<file path="src/rtl/core/utf8_stream_decoder_top_defines.svh">
// Assertion macros used by the decoder top.
`ifndef UTF8_STREAM_DECODER_TOP_DEFINES_SVH
`define UTF8_STREAM_DECODER_TOP_DEFINES_SVH

`ifndef SYNTHESIS
// Checked on every rising edge of clk_i, held off while rst_ni is low.
`define UTF8D_ASSERT(lbl, prop, msg) \
  lbl: assert property (@(posedge clk_i) disable iff (!rst_ni) (prop)) else $error(msg);
// Checked on every rising edge of clk_i, reset included.
`define UTF8D_ASSERT_ALWAYS(lbl, prop, msg) \
  lbl: assert property (@(posedge clk_i) (prop)) else $error(msg);
`else
`define UTF8D_ASSERT(lbl, prop, msg)
`define UTF8D_ASSERT_ALWAYS(lbl, prop, msg)
`endif

`endif

</file>
<file path="src/rtl/core/utf8d_pkg.sv">
package utf8d_pkg;

  localparam logic [20:0] ReplacementChar = 21'h00FFFD;

  localparam logic [7:0] ContMin     = 8'h80;
  localparam logic [7:0] ContMax     = 8'hBF;
  localparam logic [7:0] LeadE0Min   = 8'hA0;
  localparam logic [7:0] LeadEDMax   = 8'h9F;
  localparam logic [7:0] LeadF0Min   = 8'h90;
  localparam logic [7:0] LeadF4Max   = 8'h8F;
  localparam logic [7:0] LeadE0      = 8'hE0;
  localparam logic [7:0] LeadED      = 8'hED;
  localparam logic [7:0] LeadF0      = 8'hF0;
  localparam logic [7:0] LeadF4      = 8'hF4;
  localparam logic [7:0] LeadMin     = 8'hC2;
  localparam logic [7:0] Lead3Min    = 8'hE0;
  localparam logic [7:0] Lead4Min    = 8'hF0;

  // Decoder state between bytes.
  typedef struct packed {
    logic [7:0]  lead;
    logic [1:0]  count;
    logic [14:0] partial;
  } state_t;

  // Results caused by one byte: pre errors, an optional main result at
  // position pre, then trailing flush errors.
  typedef struct packed {
    logic [2:0]  n;
    logic        main_valid;
    logic [1:0]  main_pos;
    logic [20:0] main_cp;
    logic        main_err;
    logic [2:0]  main_cnt;
    logic        eos;
  } burst_t;

endpackage

</file>
<file path="src/rtl/core/utf8_stream_decoder_top.sv">
// Channel | Dir | Handshake               | Payload
// input   | in  | in_valid_i / in_stall_o | data_byte_i, end_of_stream_i
// result  | out | out_valid_o/out_stall_i | code_point_o, is_error_o, byte_count_o,
//         |     |                         | stream_done_o, run_last_o
//
// One byte per cycle while each byte causes at most one result and the output
// is not stalled; a byte that causes several results holds the input while the
// single result register drains the burst, one result per cycle unless stalled.
// A byte is registered in the burst register, then its results in the result register.
// Reset clears the held sequence, the burst counter and the output valid.
// A stalled output holds the result register and, once the burst is down
// to its last result, the input as well.
`include "utf8_stream_decoder_top_defines.svh"

module utf8_stream_decoder_top (
  input  logic        clk_i,
  input  logic        rst_ni,
  input  logic        in_valid_i,
  output logic        in_stall_o,
  input  logic [7:0]  data_byte_i,
  input  logic        end_of_stream_i,
  output logic        out_valid_o,
  input  logic        out_stall_i,
  output logic [20:0] code_point_o,
  output logic        is_error_o,
  output logic [2:0]  byte_count_o,
  output logic        stream_done_o,
  output logic        run_last_o
);
  import utf8d_pkg::*;

  state_t      state_q, state_d;
  burst_t      burst_new;
  burst_t      burst_q;
  logic [2:0]  rem_q, rem_d;
  logic [1:0]  pos_q, pos_d;
  logic        out_valid_q, out_valid_d;
  logic        accept, out_load, sel_main;
  logic [20:0] cp_q;
  logic        err_q, done_q, last_q;
  logic [2:0]  cnt_q;

  utf8d_decode u_decode (
    .state_i         (state_q),
    .data_byte_i     (data_byte_i),
    .end_of_stream_i (end_of_stream_i),
    .state_o         (state_d),
    .burst_o         (burst_new)
  );

  assign out_load   = (rem_q != 3'd0) && (!out_valid_q || !out_stall_i);
  assign in_stall_o = !((rem_q == 3'd0) || ((rem_q == 3'd1) && out_load));
  assign accept     = in_valid_i && !in_stall_o;
  assign sel_main   = burst_q.main_valid && (pos_q == burst_q.main_pos);

  always_comb begin
    rem_d = rem_q;
    pos_d = pos_q;
    if (accept) begin
      rem_d = burst_new.n;
      pos_d = 2'd0;
    end else if (out_load) begin
      rem_d = rem_q - 3'd1;
      pos_d = pos_q + 2'd1;
    end
    out_valid_d = out_valid_q;
    if (out_load) begin
      out_valid_d = 1'b1;
    end else if (!out_stall_i) begin
      out_valid_d = 1'b0;
    end
  end

  always_ff @(posedge clk_i or negedge rst_ni) begin
    if (!rst_ni) begin
      state_q     <= '0;
      rem_q       <= 3'd0;
      pos_q       <= 2'd0;
      out_valid_q <= 1'b0;
    end else begin
      if (accept) begin
        state_q <= state_d;
      end
      rem_q       <= rem_d;
      pos_q       <= pos_d;
      out_valid_q <= out_valid_d;
    end
  end

  // Payload registers: no reset needed.
  always_ff @(posedge clk_i) begin
    if (accept) begin
      burst_q <= burst_new;
    end
    if (out_load) begin
      cp_q   <= sel_main ? burst_q.main_cp  : ReplacementChar;
      err_q  <= sel_main ? burst_q.main_err : 1'b1;
      cnt_q  <= sel_main ? burst_q.main_cnt : 3'd1;
      last_q <= (rem_q == 3'd1);
      done_q <= (rem_q == 3'd1) && burst_q.eos;
    end
  end

  assign out_valid_o   = out_valid_q;
  assign code_point_o  = cp_q;
  assign is_error_o    = err_q;
  assign byte_count_o  = cnt_q;
  assign stream_done_o = done_q;
  assign run_last_o    = last_q;

  `UTF8D_ASSERT(a_accept_loads_burst, accept |=> (rem_q == $past(burst_new.n)), "burst count not loaded on accept")
  `UTF8D_ASSERT(a_burst_holds, ((rem_q != 3'd0) && !out_load && !accept) |=> $stable(rem_q), "burst advanced while output stalled")
  `UTF8D_ASSERT(a_accept_when_drained, accept |-> ((rem_q == 3'd0) || ((rem_q == 3'd1) && out_load)), "input taken with results still pending")
  `UTF8D_ASSERT(a_eos_clears_held, (accept && end_of_stream_i) |=> (state_q.count == 2'd0), "bytes still held after end of stream")
  `UTF8D_ASSERT_ALWAYS(a_burst_bound, rem_q <= 3'd4, "burst longer than four results")

endmodule

</file>
<file path="src/rtl/core/utf8d_decode.sv">
module utf8d_decode (
  input  utf8d_pkg::state_t state_i,
  input  logic [7:0]        data_byte_i,
  input  logic              end_of_stream_i,
  output utf8d_pkg::state_t state_o,
  output utf8d_pkg::burst_t burst_o
);
  import utf8d_pkg::*;

  logic [7:0]  lo, hi;
  logic        in_range, consumed, complete, is_lead;
  logic [20:0] value;
  logic [2:0]  need;
  logic [2:0]  pre;
  logic        main_valid;
  state_t      st;

  always_comb begin
    lo = ContMin;
    hi = ContMax;
    if (state_i.count == 2'd1) begin
      case (state_i.lead)
        LeadE0:  lo = LeadE0Min;
        LeadED:  hi = LeadEDMax;
        LeadF0:  lo = LeadF0Min;
        LeadF4:  hi = LeadF4Max;
        default: ;
      endcase
    end
    in_range = (data_byte_i >= lo) && (data_byte_i <= hi);
    consumed = (state_i.count != 2'd0) && in_range;
    value    = {state_i.partial, data_byte_i[5:0]};
    if (state_i.lead < Lead3Min) begin
      need = 3'd2;
    end else if (state_i.lead < Lead4Min) begin
      need = 3'd3;
    end else begin
      need = 3'd4;
    end
    complete = consumed && (({1'b0, state_i.count} + 3'd1) >= need);
    pre      = ((state_i.count != 2'd0) && !in_range) ? {1'b0, state_i.count} : 3'd0;
    is_lead  = data_byte_i inside {[LeadMin:LeadF4]};
  end

  always_comb begin
    st         = state_i;
    main_valid = 1'b0;
    burst_o    = '0;
    if (consumed) begin
      if (complete) begin
        st.count    = 2'd0;
        st.partial  = '0;
        main_valid  = 1'b1;
        burst_o.main_cp  = value;
        burst_o.main_err = 1'b0;
        burst_o.main_cnt = need;
      end else begin
        st.count   = state_i.count + 2'd1;
        st.partial = value[14:0];
      end
    end else begin
      st.count   = 2'd0;
      st.partial = '0;
      if (!data_byte_i[7]) begin
        main_valid       = 1'b1;
        burst_o.main_cp  = {13'd0, data_byte_i};
        burst_o.main_err = 1'b0;
        burst_o.main_cnt = 3'd1;
      end else if (is_lead) begin
        st.lead  = data_byte_i;
        st.count = 2'd1;
        if (data_byte_i < Lead3Min) begin
          st.partial = {10'd0, data_byte_i[4:0]};
        end else if (data_byte_i < Lead4Min) begin
          st.partial = {11'd0, data_byte_i[3:0]};
        end else begin
          st.partial = {12'd0, data_byte_i[2:0]};
        end
      end else begin
        main_valid       = 1'b1;
        burst_o.main_cp  = ReplacementChar;
        burst_o.main_err = 1'b1;
        burst_o.main_cnt = 3'd1;
      end
    end
    burst_o.main_valid = main_valid;
    burst_o.main_pos   = pre[1:0];
    burst_o.eos        = end_of_stream_i;
    burst_o.n          = pre + {2'd0, main_valid} +
                         (end_of_stream_i ? {1'b0, st.count} : 3'd0);
    // Flush whatever is still held at end of stream.
    if (end_of_stream_i) begin
      st.count   = 2'd0;
      st.partial = '0;
    end
    state_o = st;
  end

endmodule
</file>
<file path="config.mk">
export PLATFORM = sky130hd
export DESIGN_NAME = utf8_stream_decoder_top
export DESIGN_NICKNAME = d
export VERILOG_FILES = /design/src/rtl/core/utf8d_pkg.sv /design/src/rtl/core/utf8_stream_decoder_top.sv /design/src/rtl/core/utf8d_decode.sv
export VERILOG_INCLUDE_DIRS = /design/src /design/src/rtl/core
export SDC_FILE = /design/constraint.sdc
export NUM_CORES = 1
export LEC_CHECK = 0
export BUFFER_PORTS_ARGS = -buffer_cell sky130_fd_sc_hd__buf_2
export CAP_MARGIN = 40
export CORE_UTILIZATION = 52
export DETAILED_ROUTE_END_ITERATION = 6
export PLACE_DENSITY = 0.8
export SLEW_MARGIN = 15
export SYNTH_ARGS = -nofsm -noshare
export SYNTH_HDL_FRONTEND = slang
export SYNTH_SLANG_ARGS = --single-unit
</file>
<file path="constraint.sdc">
create_clock -name clk_i -period 3.5 [get_ports clk_i]
set_input_delay 0.525 -clock clk_i [delete_from_list [all_inputs] [get_ports clk_i]]
set_output_delay 0.525 -clock clk_i [all_outputs]
set_load 0.05 [all_outputs]
</file>
==> metrics.md <==
| Metric | Value |
|---|---|
| Part of the power in the clock network | `0.208` |
| Seq cells post-synth | `87` |
| Most used cell, CP | `fa_1` |
| CP cell instances | `nor3_1 > nand3b_1 > or3_1 > ha_1 > nor2b_2 > o31ai_4 > a21oi_1 > nor3_2 > inv_1 > fa_1 > fa_1 > o21ai_0` |
| Met2 routed WL | `3210 µm` |
| Ys async rst share | `0.356` |
| Initial Utilization | `0.546` |
| Post-Route WL | `~6400 µm` |
| Peak supply drop | `0.000316 V` |
| NumNets Final | `354` |
| Sequential Power Share | `0.448` |
| HP Class | `primary input to async pin` |
| Register area share after synthesis | `0.652` |
| DR vias/cell | `5.38` |
| Crit-path max cell delay | `0.49 ns` |
| CP delay by family, top | `adder cells` |
| Setup TNS | `0 ns` |
| Final Critical Period | `approximately 3.4 ns` |
| Syn avg cell area | `13.9 µm²` |
| Worst path arrival time | `3.59 ns` |
| CP max-delay cell | `fa_1` |
| I/O Pins | `42` |
| Worst Skew | `0.0124 ns` |
| Max Slew Vio Count | `0` |
| DR iter-0 viols | `approximately 170` |
| Global-route wire length before repair | `10400 µm` |
| Top routing layer in use | `met4` |
| Synth Flop Type | `edfxtp_1` |
| Vias in the first global route | `2141` |
| Vias | `2297` |
| Final setup vio count | `0` |
| WS Path Type | `register to register` |
| Post-CTS Hold Fix Bufs | `0` |
| Sw Share | `0.384` |
| Clk Latency, worst-skew pair | `0.36 ns` |
| Metal-1 WL | `2820 µm` |
| DRT Pass-1 Iters | `4` |
| Mapped cell area | `3770 µm²` |
| Die area | `~7600 µm²` |
| Synth Net Count | `300` |
| Pwr Density | `~790 nW/µm²` |
| Antenna diodes | `0` |
| Power Total | `3.48 mW` |
| Worst Path Max Fanout | `5` |
| Ys Warns | `0` |
| Final non-filler cell total | `427` |
| Die Span X | `87.2 µm` |
| Share of cells above drive strength 1 | `0.266` |
| Hold Vio Cnt, Final | `0` |
| Fin crit share | `0.962` |
| Placed cell count | `410` |
| Die Y | `87.2 µm` |
| Total track usage | `0.187` |
| DP Area | `4140 µm²` |
| # clock sinks | `87` |
| Final ANT Viol Nets | `0` |
| Fin worst setup slack | `~0.13 ns` |
| Final HPWL DP | `4460 µm` |
| Top-area cell type share of the netlist area | `0.446` |
| Area delta synth->final | `16.6%` |
| Post-synth EDFFs | `56` |
| Slew Limit Headroom | `0.508` |
| Clk pin slew, worst setup/hold paths | `0.09 ns` |
| Final core utilization | `0.636` |
| Bufs on Longest Clock Path | `2` |
| PortBufs | `between 40 and 50` |
| Inserted Clock Buffers | `9` |
| Status | `completed` |
| CTS tree | `yes` |
| Count of unique library cells instantiated by Yosys | `42` |
| Row count | `30` |
| Root buf cell | `clkbuf_8` |
| Total grt overflow | `0` |
| Final instance area | `between 4000 and 5000 µm²` |
| Wire per inst | `15.1 µm` |
| CP Capture Type | `register` |
| P_leak | `between 1.5 and 2 nW` |
| DR WL met3 | `280 µm` |
| Slew at the pin closest to its max-slew limit | `0.739 ns` |
| Yosys top cell by area | `edfxtp_1` |
| Drc violations | `0` |
| CP startpoint kind | `register` |
| Pint | `2.14 mW` |
| Critical Path RT | `3.72 ns` |
| Pre-CTS setup slack | `-0.0252 ns` |
| WP buf/inv | `1` |
| Comb pwr share | `0.344` |
| GPL Wtd Cong | `0.877` |
| Fmax | `between 200 and 300 MHz` |
| Post-Synthesis Cells | `272` |
| Core region area | `6910 µm²` |
| Net switching power | `1.34 mW` |
| Largest net degree at the start of global routing | `32` |
| Initial antenna violation count | `0` |
| Synth top area cells | `edfxtp_1 45%, dfrtp_1 21%, ha_1 4.3%, nand2b_1 3.0%, a21o_1 2.4%` |
| Hold_ws | `0.210 ns` |
| Max-Cap Viols | `0` |
| H-tree depth | `3` |
[cells in the final DEF (no fill, tap or decap), types with 5 or more instances in the layout]
cell	synthesis	layout
nand4_1	5	5
mux2_2	6	6
and2_1	12	12
buf_2	4	41
a32o_1	6	6
edfxtp_1	56	56
inv_1	11	11
nand2b_1	18	18
nand2_1	10	10
a21o_1	12	12
nor2_1	8	7
dfrtp_1	31	30
a22o_1	10	10
clkbuf_8	0	9
buf_4	1	11
ha_1	13	13
and3_1	10	10
xnor2_1	5	5
[power groups by stage]
stage / registers, mW / logic, mW / clock network (mW)
floorplan: 1.87 / 0.581 / 0
global placement: 1.57 / 1.15 / 0
detailed placement: 1.58 / 1.19 / 0
CTS: 1.56 / 1.19 / 0.737
global route: 1.59 / 1.30 / 0.784
finish: 1.56 / 1.20 / 0.726
[cells by family (layout without fill, tap and decap cells)]
kind of cell    count (synthesis)  count (layout)  share of synthesized area
flops                          87              87                      0.652
simple gates                   83              83                      0.123
compound gates                 52              52                      0.111
buf+inv                        21              80                     0.0232
fa+ha+maj                      15              15                     0.0538
mux                             8               8                     0.0232
xor+xnor                        6               6                     0.0139
[area by class of cell]
cell class / count / area, µm²
fill: 534 / 2510
sequential: 87 / 2460
multi-input combinational: 164 / 1270
timing repair buffer: 52 / 288
clock buffer: 9 / 124
tap: 96 / 120
clock inverter: 7 / 87.6
inverter: 12 / 45.0
[worst register-to-register path, stage by stage, from the launching register on]
cell and delay [ns]:
dfrtp_2 0.45, nor3_1 0.20, nand3b_1 0.11, or3_1 0.32, ha_1 0.29, nor2b_2 0.17
o31ai_4 0.27, a21oi_1 0.15, nor3_2 0.19, inv_1 0.09, fa_1 0.44, fa_1 0.49
o21ai_0 0.08
[sequential cells by signal, indices dropped and copies added, names as in the netlist]
| signal | cells |
|---|---|
| state_q | 25 |
| code_point_o | 21 |
| is_error_o | 1 |
| burst_q | 29 |
| out_valid_o | 1 |
| rem_q | 3 |
| pos_q | 2 |
| run_last_o | 1 |
| stream_done_o | 1 |
| byte_count_o | 3 |
[synth_stat cells (all sizes together), types with 3 or more instances]
master,number
nor3,6
a21o,12
xnor2,5
buf,5
ha,13
a22o,10
dfrtp,31
nand4,5
nand3,4
and2,12
nand2,10
nand2b,18
edfxtp,56
o21ai,3
inv,12
a21oi,6
mux2,6
nor2b,4
o21a,3
clkbuf,4
nor2,8
and3,10
a32o,6
[metal layers]
metal | global-route usage | vias up
met5 | 0 | -
met2 | 0.295 | 73
met4 | 0.0969 | 0
met1 | 0.251 | 1104
li1 | - | 1109
met3 | 0.0341 | 11
[repair_timing]
action | CTS | global route
endpoints found under the setup margin | 1 | 2
resized for setup | 1 | 7
hold endpoints to repair | 0 | 0
setup buffers | 0 | 1
pin swaps | 0 | 3
[path summary, 6_finish.rpt]
| path | from | end | slack [ns] | depth (start not counted) |
|---|---|---|---|---|
| max in group asynchronous | rst_ni | state_q[17] | 2.79 | 1 |
| min reg2reg | burst_q[5] | code_point_o[0] | 0.50 | 1 |
| max reg2reg | state_q[17] | rem_q[1] | 0.13 | 12 |
| min in group clk_i | end_of_stream_i | burst_q[0] | 0.42 | 1 |
| max | state_q[17] | rem_q[1] | 0.13 | 12 |
| min | rst_ni | state_q[18] | 0.21 | 1 |
No activity file was read; power rests on OpenSTA's default activity.
